===== src/hdl/xcr_pkg.sv =====
// Shared types and constants of the XMODEM checksum receiver.
`default_nettype none
package xcr_pkg;

    localparam int DATA_BYTES  = 128;
    localparam int FRAME_BYTES = 132;
    localparam int HEAD_BYTES  = 3;

    localparam int INDEX_W = 7;

    localparam logic [7:0] CODE_ACK = 8'h06;
    localparam logic [7:0] CODE_NAK = 8'h15;
    localparam logic [7:0] CODE_EOT = 8'h04;

    localparam logic [15:0] TIMEOUT_RESET = 16'd1000;
    localparam logic [7:0]  LIMIT_RESET   = 8'd10;

    // first data byte and sum byte positions within a frame
    localparam logic [7:0] DATA_FIRST = 8'(HEAD_BYTES);
    localparam logic [7:0] SUM_POS    = 8'(FRAME_BYTES - 1);

    typedef enum logic [0:0] {
        REG_FRAME_TIMEOUT = 1'b0,
        REG_REQUEST_LIMIT = 1'b1
    } reg_index_t;

    typedef enum logic [1:0] {
        CMD_BYTE  = 2'd0,
        CMD_TICK  = 2'd1,
        CMD_START = 2'd2
    } cmd_t;

    typedef enum logic [1:0] {
        PH_IDLE = 2'd0,
        PH_WAIT = 2'd1,
        PH_RECV = 2'd2
    } phase_t;

    typedef enum logic [2:0] {
        EV_NONE = 3'd0,
        EV_DATA = 3'd1,
        EV_ACK  = 3'd2,
        EV_NAK  = 3'd3,
        EV_REQ  = 3'd4,
        EV_DONE = 3'd5,
        EV_FAIL = 3'd6
    } event_t;

    typedef struct packed {
        cmd_t       cmd;
        logic [7:0] rx_byte;
    } item_t;

    typedef struct packed {
        logic               data_valid;
        logic [INDEX_W-1:0] data_index;
        logic [7:0]         data_byte;
        logic               tx_valid;
        logic [7:0]         tx_byte;
        event_t             event_res;
    } res_t;

endpackage
`default_nettype wire


===== src/hdl/xcr_input_stage.sv =====
// Input register of the receiver pipeline.
`default_nettype none
module xcr_input_stage (
    input  wire logic          aclk,
    input  wire logic          aresetn,
    input  wire logic          in_valid,
    output logic               in_ready,
    input  wire xcr_pkg::item_t in_item,
    input  wire logic          advance,
    output logic               item_valid,
    output xcr_pkg::item_t     item
);
    import xcr_pkg::*;

    logic  valid_reg, valid_next;
    item_t item_reg;

    assign in_ready   = !valid_reg || advance;
    assign item_valid = valid_reg;
    assign item       = item_reg;

    always_comb begin
        valid_next = valid_reg;
        if (in_valid && in_ready) begin
            valid_next = 1'b1;
        end else if (advance) begin
            valid_next = 1'b0;
        end
    end

    always_ff @(posedge aclk) begin
        if (!aresetn) begin
            valid_reg <= 1'b0;
        end else begin
            valid_reg <= valid_next;
        end
    end

    always_ff @(posedge aclk) begin
        if (in_valid && in_ready) begin
            item_reg <= in_item;
        end
    end

endmodule
`default_nettype wire


===== src/hdl/xcr_frame_fsm.sv =====
// Transfer state machine: phase, frame counters, checksum and config registers.
`default_nettype none
module xcr_frame_fsm (
    input  wire logic           aclk,
    input  wire logic           aresetn,
    input  wire logic           cfg_wr_en,
    input  wire logic           cfg_wr_index,
    input  wire logic [15:0]    cfg_wr_data,
    input  wire logic           step,
    input  wire xcr_pkg::item_t item,
    output xcr_pkg::res_t       res
);
    import xcr_pkg::*;

    phase_t      phase_reg, phase_next;
    logic [7:0]  byte_count_reg, byte_count_next;
    logic [7:0]  running_sum_reg, running_sum_next;
    logic [7:0]  retry_count_reg, retry_count_next;
    logic [15:0] tick_count_reg, tick_count_next;
    logic [15:0] frame_timeout_reg;
    logic [7:0]  request_limit_reg;

    logic        active;
    logic [15:0] tick_inc;
    logic [7:0]  retry_inc;
    logic [7:0]  data_offset;

    assign active      = (phase_reg == PH_WAIT) || (phase_reg == PH_RECV);
    assign tick_inc    = (tick_count_reg == 16'hFFFF) ? tick_count_reg : tick_count_reg + 16'd1;
    assign retry_inc   = (retry_count_reg == 8'hFF) ? retry_count_reg : retry_count_reg + 8'd1;
    assign data_offset = byte_count_reg - DATA_FIRST;

    always_comb begin
        phase_next       = phase_reg;
        byte_count_next  = byte_count_reg;
        running_sum_next = running_sum_reg;
        retry_count_next = retry_count_reg;
        tick_count_next  = tick_count_reg;
        res              = '0;
        res.event_res    = EV_NONE;
        if (step) begin
            case (item.cmd)
                CMD_START: begin
                    phase_next       = PH_WAIT;
                    retry_count_next = '0;
                    byte_count_next  = '0;
                    running_sum_next = '0;
                    tick_count_next  = '0;
                end
                CMD_TICK: begin
                    if (active) begin
                        tick_count_next = tick_inc;
                        if (tick_inc >= frame_timeout_reg) begin
                            byte_count_next  = '0;
                            running_sum_next = '0;
                            tick_count_next  = '0;
                            if (phase_reg == PH_WAIT) begin
                                retry_count_next = retry_inc;
                                if (retry_inc >= request_limit_reg) begin
                                    phase_next    = PH_IDLE;
                                    res.event_res = EV_FAIL;
                                end else begin
                                    res.event_res = EV_REQ;
                                    res.tx_valid  = 1'b1;
                                    res.tx_byte   = CODE_NAK;
                                end
                            end else begin
                                // drop the partial frame
                                res.event_res = EV_NAK;
                                res.tx_valid  = 1'b1;
                                res.tx_byte   = CODE_NAK;
                            end
                        end
                    end
                end
                CMD_BYTE: begin
                    if (active) begin
                        phase_next = PH_RECV;
                        if (byte_count_reg == '0 && item.rx_byte == CODE_EOT) begin
                            phase_next       = PH_IDLE;
                            byte_count_next  = '0;
                            running_sum_next = '0;
                            tick_count_next  = '0;
                            res.event_res    = EV_DONE;
                            res.tx_valid     = 1'b1;
                            res.tx_byte      = CODE_ACK;
                        end else if (byte_count_reg >= SUM_POS) begin
                            byte_count_next  = '0;
                            running_sum_next = '0;
                            tick_count_next  = '0;
                            res.tx_valid     = 1'b1;
                            if (running_sum_reg == item.rx_byte) begin
                                res.event_res = EV_ACK;
                                res.tx_byte   = CODE_ACK;
                            end else begin
                                res.event_res = EV_NAK;
                                res.tx_byte   = CODE_NAK;
                            end
                        end else begin
                            if (byte_count_reg >= DATA_FIRST) begin
                                running_sum_next = running_sum_reg + item.rx_byte;
                                res.event_res    = EV_DATA;
                                res.data_valid   = 1'b1;
                                res.data_byte    = item.rx_byte;
                                res.data_index   = data_offset[INDEX_W-1:0];
                            end
                            byte_count_next = byte_count_reg + 8'd1;
                        end
                    end
                end
                default: begin
                end
            endcase
        end
    end

    always_ff @(posedge aclk) begin
        if (!aresetn) begin
            phase_reg       <= PH_IDLE;
            byte_count_reg  <= '0;
            running_sum_reg <= '0;
            retry_count_reg <= '0;
            tick_count_reg  <= '0;
        end else begin
            phase_reg       <= phase_next;
            byte_count_reg  <= byte_count_next;
            running_sum_reg <= running_sum_next;
            retry_count_reg <= retry_count_next;
            tick_count_reg  <= tick_count_next;
        end
    end

    always_ff @(posedge aclk) begin
        if (!aresetn) begin
            frame_timeout_reg <= TIMEOUT_RESET;
            request_limit_reg <= LIMIT_RESET;
        end else if (cfg_wr_en) begin
            case (reg_index_t'(cfg_wr_index))
                REG_FRAME_TIMEOUT: frame_timeout_reg <= cfg_wr_data;
                REG_REQUEST_LIMIT: request_limit_reg <= cfg_wr_data[7:0];
                default: begin
                end
            endcase
        end
    end

endmodule
`default_nettype wire


===== src/hdl/xcr_output_reg.sv =====
// Result register of the receiver pipeline.
`default_nettype none
module xcr_output_reg (
    input  wire logic          aclk,
    input  wire logic          aresetn,
    input  wire logic          load,
    input  wire xcr_pkg::res_t res,
    output logic               can_load,
    output logic               out_valid,
    input  wire logic          out_ready,
    output xcr_pkg::res_t      out_res
);
    import xcr_pkg::*;

    logic valid_reg, valid_next;
    res_t res_reg;

    assign can_load  = !valid_reg || out_ready;
    assign out_valid = valid_reg;
    assign out_res   = res_reg;

    always_comb begin
        valid_next = valid_reg;
        if (load) begin
            valid_next = 1'b1;
        end else if (out_ready) begin
            valid_next = 1'b0;
        end
    end

    always_ff @(posedge aclk) begin
        if (!aresetn) begin
            valid_reg <= 1'b0;
        end else begin
            valid_reg <= valid_next;
        end
    end

    always_ff @(posedge aclk) begin
        if (load) begin
            res_reg <= res;
        end
    end

endmodule
`default_nettype wire


===== src/hdl/xmodem_checksum_receiver_unit.sv =====
// Top level of the XMODEM checksum receiver.
//
// Receiver side of XMODEM with the 8-bit checksum and 128-byte frames. Each
// input transaction is a received byte, a time tick or a start command; each
// gives exactly one result transaction with an event code, an optional reply
// byte (ACK or NAK) and an optional tentative payload byte with its offset.
// The block takes one transaction per cycle unless the result side stalls;
// a result passes the input register, then the result register, and the
// whole per-item state update (checksum add, counter step, timeout compare)
// is combinational between them. Configuration writes go to frame_timeout
// (index 0) and request_limit (index 1); the user must write only while no
// transaction is in flight, the block itself does not enforce it.
`default_nettype none
module xmodem_checksum_receiver_unit (
    input  wire logic        aclk,
    input  wire logic        aresetn,
    input  wire logic        cfg_wr_en,
    input  wire logic        cfg_wr_index,
    input  wire logic [15:0] cfg_wr_data,
    input  wire logic        s_tvalid,
    output logic             s_tready,
    input  wire logic [7:0]  s_tdata,   // [7:0] rx_byte
    input  wire logic [1:0]  s_tuser,   // [1:0] command
    output logic             m_tvalid,
    input  wire logic        m_tready,
    output logic [23:0]      m_tdata,   // [7:0] tx_byte, [15:8] data_byte, [22:16] data_index
    output logic [4:0]       m_tuser    // [2:0] event_res, [3] tx_valid, [4] data_valid
);
    import xcr_pkg::*;

    item_t in_item;
    item_t item;
    logic  item_valid;
    logic  can_load;
    logic  advance;
    res_t  res;
    res_t  out_res;

    assign in_item.cmd     = cmd_t'(s_tuser);
    assign in_item.rx_byte = s_tdata;
    assign advance         = item_valid && can_load;

    xcr_input_stage u_input (
        .aclk       (aclk),
        .aresetn    (aresetn),
        .in_valid   (s_tvalid),
        .in_ready   (s_tready),
        .in_item    (in_item),
        .advance    (advance),
        .item_valid (item_valid),
        .item       (item)
    );

    xcr_frame_fsm u_fsm (
        .aclk         (aclk),
        .aresetn      (aresetn),
        .cfg_wr_en    (cfg_wr_en),
        .cfg_wr_index (cfg_wr_index),
        .cfg_wr_data  (cfg_wr_data),
        .step         (advance),
        .item         (item),
        .res          (res)
    );

    xcr_output_reg u_output (
        .aclk      (aclk),
        .aresetn   (aresetn),
        .load      (advance),
        .res       (res),
        .can_load  (can_load),
        .out_valid (m_tvalid),
        .out_ready (m_tready),
        .out_res   (out_res)
    );

    assign m_tdata = {1'b0, out_res.data_index, out_res.data_byte, out_res.tx_byte};
    assign m_tuser = {out_res.data_valid, out_res.tx_valid, out_res.event_res};

    // input side stalls only behind a full, stalled result register
    a_stall_cause: assert property (@(posedge aclk) disable iff (!aresetn)
        !s_tready |-> (m_tvalid && !m_tready))
        else $error("input stalled without output backpressure");

    a_tx_code: assert property (@(posedge aclk) disable iff (!aresetn)
        (m_tvalid && m_tuser[3]) |-> (m_tdata[7:0] == CODE_ACK || m_tdata[7:0] == CODE_NAK))
        else $error("reply byte is neither ACK nor NAK");

    a_data_event: assert property (@(posedge aclk) disable iff (!aresetn)
        m_tvalid |-> (m_tuser[4] == (m_tuser[2:0] == EV_DATA)))
        else $error("payload flag disagrees with event code");

    a_accept_to_result: assert property (@(posedge aclk) disable iff (!aresetn)
        (s_tvalid && s_tready && !m_tvalid) |=> ##1 m_tvalid)
        else $error("accepted transaction produced no result");

endmodule
`default_nettype wire


===== config.mk =====
export PLATFORM = sky130hd
export DESIGN_NAME = xmodem_checksum_receiver_unit
export DESIGN_NICKNAME = d
export VERILOG_FILES = /design/src/hdl/xcr_pkg.sv /design/src/hdl/xcr_input_stage.sv /design/src/hdl/xcr_frame_fsm.sv /design/src/hdl/xcr_output_reg.sv /design/src/hdl/xmodem_checksum_receiver_unit.sv
export SDC_FILE = /design/constraint.sdc
export NUM_CORES = 1
export LEC_CHECK = 0
export ABC_AREA = 1
export BUFFER_PORTS_ARGS = -buffer_cell sky130_fd_sc_hd__buf_2
export CORE_ASPECT_RATIO = 0.75
export CORE_UTILIZATION = 45
export CTS_CLUSTER_DIAMETER = 80
export DETAILED_ROUTE_END_ITERATION = 16
export PLACE_DENSITY = 0.66
export REMOVE_ABC_BUFFERS = 1
export SYNTH_ARGS = -nofsm -noshare
export SYNTH_HDL_FRONTEND = slang
export SYNTH_SLANG_ARGS = --single-unit
export TNS_END_PERCENT = 20

===== constraint.sdc =====
create_clock -name aclk -period 4.02 [get_ports aclk]
set_input_delay 0.804 -clock aclk [delete_from_list [all_inputs] [get_ports aclk]]
set_output_delay 0.804 -clock aclk [all_outputs]
set_load 0.005 [all_outputs]

==> summary by stage <==
Final layout
After routing the design area is about 6400 sq um. The non-filler instance count after layout is slightly below 1000. The layout has 1208 filler cells. The number of antenna repair diodes is 0.

The register with the most flip-flops in the layout has 22 of them. Across the whole layout, storage elements account for 2320 sq um. The layout overhead on the synthesized area is 11.7%. The net count of the finished layout is 871.

The multi-input logic area is 2890 sq um. The library cells used most frequently in the layout, excluding fill and tap cells, are sky130_fd_sc_hd__nand2_1, sky130_fd_sc_hd__nor2_1, sky130_fd_sc_hd__inv_1. The most frequent standard cell in the layout excluding fill and tap cells is sky130_fd_sc_hd__nand2_1. In the final layout, the share of cells above drive strength 1 is 0.125.

Timing
The post-route clock skew is 0.00847 ns. The period utilization is 0.843. Summed over all failing endpoints, the final setup total negative slack is 0 ns.

The hold violation count in the final report is 0. The final critical path time including I/O delays and setup is roughly 3.4 ns. For the pin with the worst max-slew slack, the measured transition is 0.896 ns. The worst pin sits at a relative slew slack of 0.402.

Setup repair after global routing left no endpoint under its margin. The worst hold-check slack is roughly 0.47 ns. The final number of max-transition violations is 0. The achievable clock frequency is 0.295 GHz. Setup violations remaining at the end of the flow were counted as 0.

Critical path
The critical path goes through ha_1, nand2_1, nor2_1, nand2_1, nor2_1, inv_2, o21ai_0, ha_1, nand2_1, nand2_1, nand2_1, nand2_1, nor2_1, nand2_1, nand2_1, nand3_1, buf_4, nor2_4, nand2_1, a21oi_2. The endpoint class of the critical path is a flop. The biggest cell delay along the critical path is 0.40 ns. For the worst setup path, the data arrival time is ~3.7 ns. The cell repeated most along the worst path is sky130_fd_sc_hd__nand2_1.

The buffering stage count on the worst path with inverters included is 2. The top cell family by delay on the critical path is simple AND/OR/NAND/NOR gates. In this run the critical register-to-register path is launched from u_fsm.tick_count_reg[0]$_SDFFE_PN0P_. The capture point of the worst reg-to-reg path is u_fsm.tick_count_reg[9]$_SDFFE_PN0P_. The cell at the slowest stage of the critical path is sky130_fd_sc_hd__dfxtp_1. The launch point of the worst path is u_fsm.tick_count_reg[0]$_SDFFE_PN0P_. The number of cells on the worst reg-to-reg path is 20. The data required time at the worst endpoint is 4.31 ns. The critical path class is reg -> reg. The minimum setup slack among reg-to-reg paths is 0.63 ns. The maximum fanout encountered on the critical timing path is 20. STA classifies the critical path startpoint as a flop.

Place
Input and output buffers added on the ports amount to 57. In this run, placement finished with an instance count of roughly 960. The HPWL after detailed placement is 9760 microns. The routability congestion estimate from global placement is 0.894. The cell area after placement is roughly 6100 sq um.

Route
For this block, the initial DRC count from the detailed router was 388. The total detailed-routing wirelength is 13000 microns. After detailed routing, the number of vias per cell comes to 5.14.

The count of TritonRoute iterations in the first routing pass is 5. In the final routed layout, each cell accounts on average for 13.4 microns. The count of nets left with antenna violations once routing finished came out at 0. The total vias in the final route is 5002. The post-route DRC violation count is 0.

Die
The floorplan has 35 rows. The floorplan die area is roughly 13000 sq um. The floorplan step set the die height to 99.6 microns. The total area inside the core boundary comes to around 12000 sq um. For this design the top-level I/O count stands at 63.

The floorplan die width is around 130 microns. The effective utilization at floorplan is 0.463.

Worst hold path
The endpoint with the worst hold slack is u_fsm.request_limit_reg[4]$_SDFFE_PN0P_. The type of the tightest min-delay check is reg -> reg. Counting instances, the worst hold path has a depth of 2.

The worst hold path begins at u_fsm.request_limit_reg[4]$_SDFFE_PN0P_.

Synthesis
Of the post-synthesis cell area, the dominant cell type holds 0.238. Among all flip-flop cells after synthesis, the most frequent one is sky130_fd_sc_hd__dfxtp_1. Counting distinct cell types in the post-synthesis netlist gives 39. The average instance in the mapped netlist occupies 7.60 sq um. The synthesized netlist occupies a cell area of roughly 5700 sq um. In this run, synthesis produced a sequential element count of 100. Of all cell types, the one taking the most synthesized area is sky130_fd_sc_hd__dfxtp_1. Ranked by total cell area, the synthesized netlist is headed by sky130_fd_sc_hd__dfxtp_1, sky130_fd_sc_hd__edfxtp_1, sky130_fd_sc_hd__nand2_1. The count of flip-flops with a built-in enable after synthesis is 32. After technology mapping, the gate count stands at 752.

The number of warnings printed during yosys synthesis is 0. Of the synthesized area, sequential elements account for 0.406. After synthesis, the share of flip-flops with an asynchronous set or reset is 0.

Clock tree
The number of H-tree branching levels is 3. The number of sinks handled by clock tree synthesis is 100. In this run the clock root is driven by a sky130_fd_sc_hd__clkbuf_16. After clock tree synthesis, the clock-pin slew on the worst setup and hold paths is 0.07 ns. The clock passes through at most 2 buffers. After clock tree synthesis, the flow added hold-fix buffers numbering 0.

The count of instances resized after the clock tree is built is 0. TritonCTS built the clock tree. The latest clock arrival within the worst-skew pair is 0.35 ns. The number of clock buffers added by TritonCTS is 9. The number of setup buffers added after CTS is 0.

Global routing
The first global-routing pass estimated around 21000 microns of wire. Entering global routing, the biggest net connects 35 pins. The total congestion overflow is 0. The initial antenna violation count came to 0. The global routing usage summed across all routing layers is 0.202.

The number of global-route vias before repair was 4406.

Run status
The run finished with clean final reports.

Pwr
Across the VDD grid, the largest voltage drop is 0.000224 V. For this design the ratio of total power to cell area is 335 nW/um^2. The leakage power summed over all cells is 2.95 nW.

Run
Max-cap violations in this run came to 0.
-- worst min-delay path: stages, from the launching register on --
cell,delay [ns]
sky130_fd_sc_hd__dfxtp_1,0.30
sky130_fd_sc_hd__inv_1,0.07
sky130_fd_sc_hd__a21oi_1,0.06
-- synth_stat cells, types with 2 or more instances --
cell and number:
sky130_fd_sc_hd__nand2_1 174, sky130_fd_sc_hd__nor2_1 88, sky130_fd_sc_hd__inv_1 86, sky130_fd_sc_hd__dfxtp_1 68
sky130_fd_sc_hd__a21oi_1 63, sky130_fd_sc_hd__nand3_1 42, sky130_fd_sc_hd__ha_1 36, sky130_fd_sc_hd__edfxtp_1 32
sky130_fd_sc_hd__o21ai_0 30, sky130_fd_sc_hd__xor2_1 21, sky130_fd_sc_hd__nand4_1 16, sky130_fd_sc_hd__nor3_1 16
sky130_fd_sc_hd__clkbuf_1 10, sky130_fd_sc_hd__o211ai_1 10, sky130_fd_sc_hd__buf_4 7, sky130_fd_sc_hd__xnor2_1 6
sky130_fd_sc_hd__a21oi_2 5, sky130_fd_sc_hd__buf_2 5, sky130_fd_sc_hd__inv_2 5, sky130_fd_sc_hd__buf_6 4
sky130_fd_sc_hd__a21o_1 3, sky130_fd_sc_hd__clkinv_1 2, sky130_fd_sc_hd__nand2_4 2, sky130_fd_sc_hd__nand3b_1 2
sky130_fd_sc_hd__nor2_2 2, sky130_fd_sc_hd__nor2_4 2, sky130_fd_sc_hd__o21a_1 2, sky130_fd_sc_hd__or2_2 2
-- cells by family (layout without fill, tap and decap cells) --
family / count (synthesis) / after routing / synth area share
XOR/XNOR: 27 / 27 / 0.0414
adder cells (fa/ha/maj): 37 / 37 / 0.0823
buffers and inverters: 120 / 171 / 0.0902
flip-flops: 100 / 100 / 0.406
other: 1 / 5 / 0.000656
AND/OR/NAND/NOR: 352 / 352 / 0.264
AO/OA/AOI/OAI: 115 / 115 / 0.115
-- power breakdown --
part           internal (mW)  total [mW]  switching (mW)
logic                 0.0660       0.189           0.123
clock network          0.437       0.857           0.420
registers               1.08        1.09          0.0175
-- through the flow --
stage                     power (mW)  utilization  setup WS (ns)
after CTS                       2.16        0.517          0.687
after global placement          1.30        0.493          0.824
after global routing            2.23        0.517          0.249
final                           2.14        0.517          0.631
after floorplan                 1.23            -          0.975
after detailed placement        1.30        0.493          0.722
-- final cells by class --
| class | count | share of cell area |
|---|---|---|
| Clock buffer | 9 | 0.0353 |
| Clock inverter | 7 | 0.0104 |
| Inverter | 94 | 0.0557 |
| Multi-Input combinational cell | 536 | 0.453 |
| Sequential cell | 100 | 0.364 |
| Tap cell | 166 | 0.0325 |
| Timing Repair Buffer | 61 | 0.0494 |
-- layer usage --
metal	global-route usage	vias up	wire length (microns)
li1	-	2545	-
met1	0.277	2326	6420
met2	0.325	117	5870
met3	0.0382	14	614
met4	0.0555	0	115
met5	0	-	0
-- worst max path at each step --
stage	to	slack (ns)	cells after the start
floorplan	u_fsm.tick_count_reg[10]$_SDFFE_PN0P_	0.98	19
global placement	u_fsm.tick_count_reg[11]$_SDFFE_PN0P_	0.82	20
detailed placement	u_fsm.tick_count_reg[10]$_SDFFE_PN0P_	0.72	20
CTS	u_fsm.tick_count_reg[10]$_SDFFE_PN0P_	0.69	20
global route	u_fsm.tick_count_reg[5]$_SDFFE_PN0P_	0.25	20
finish	u_fsm.tick_count_reg[9]$_SDFFE_PN0P_	0.63	20
Note: power is estimated with default switching activity, not from simulation.
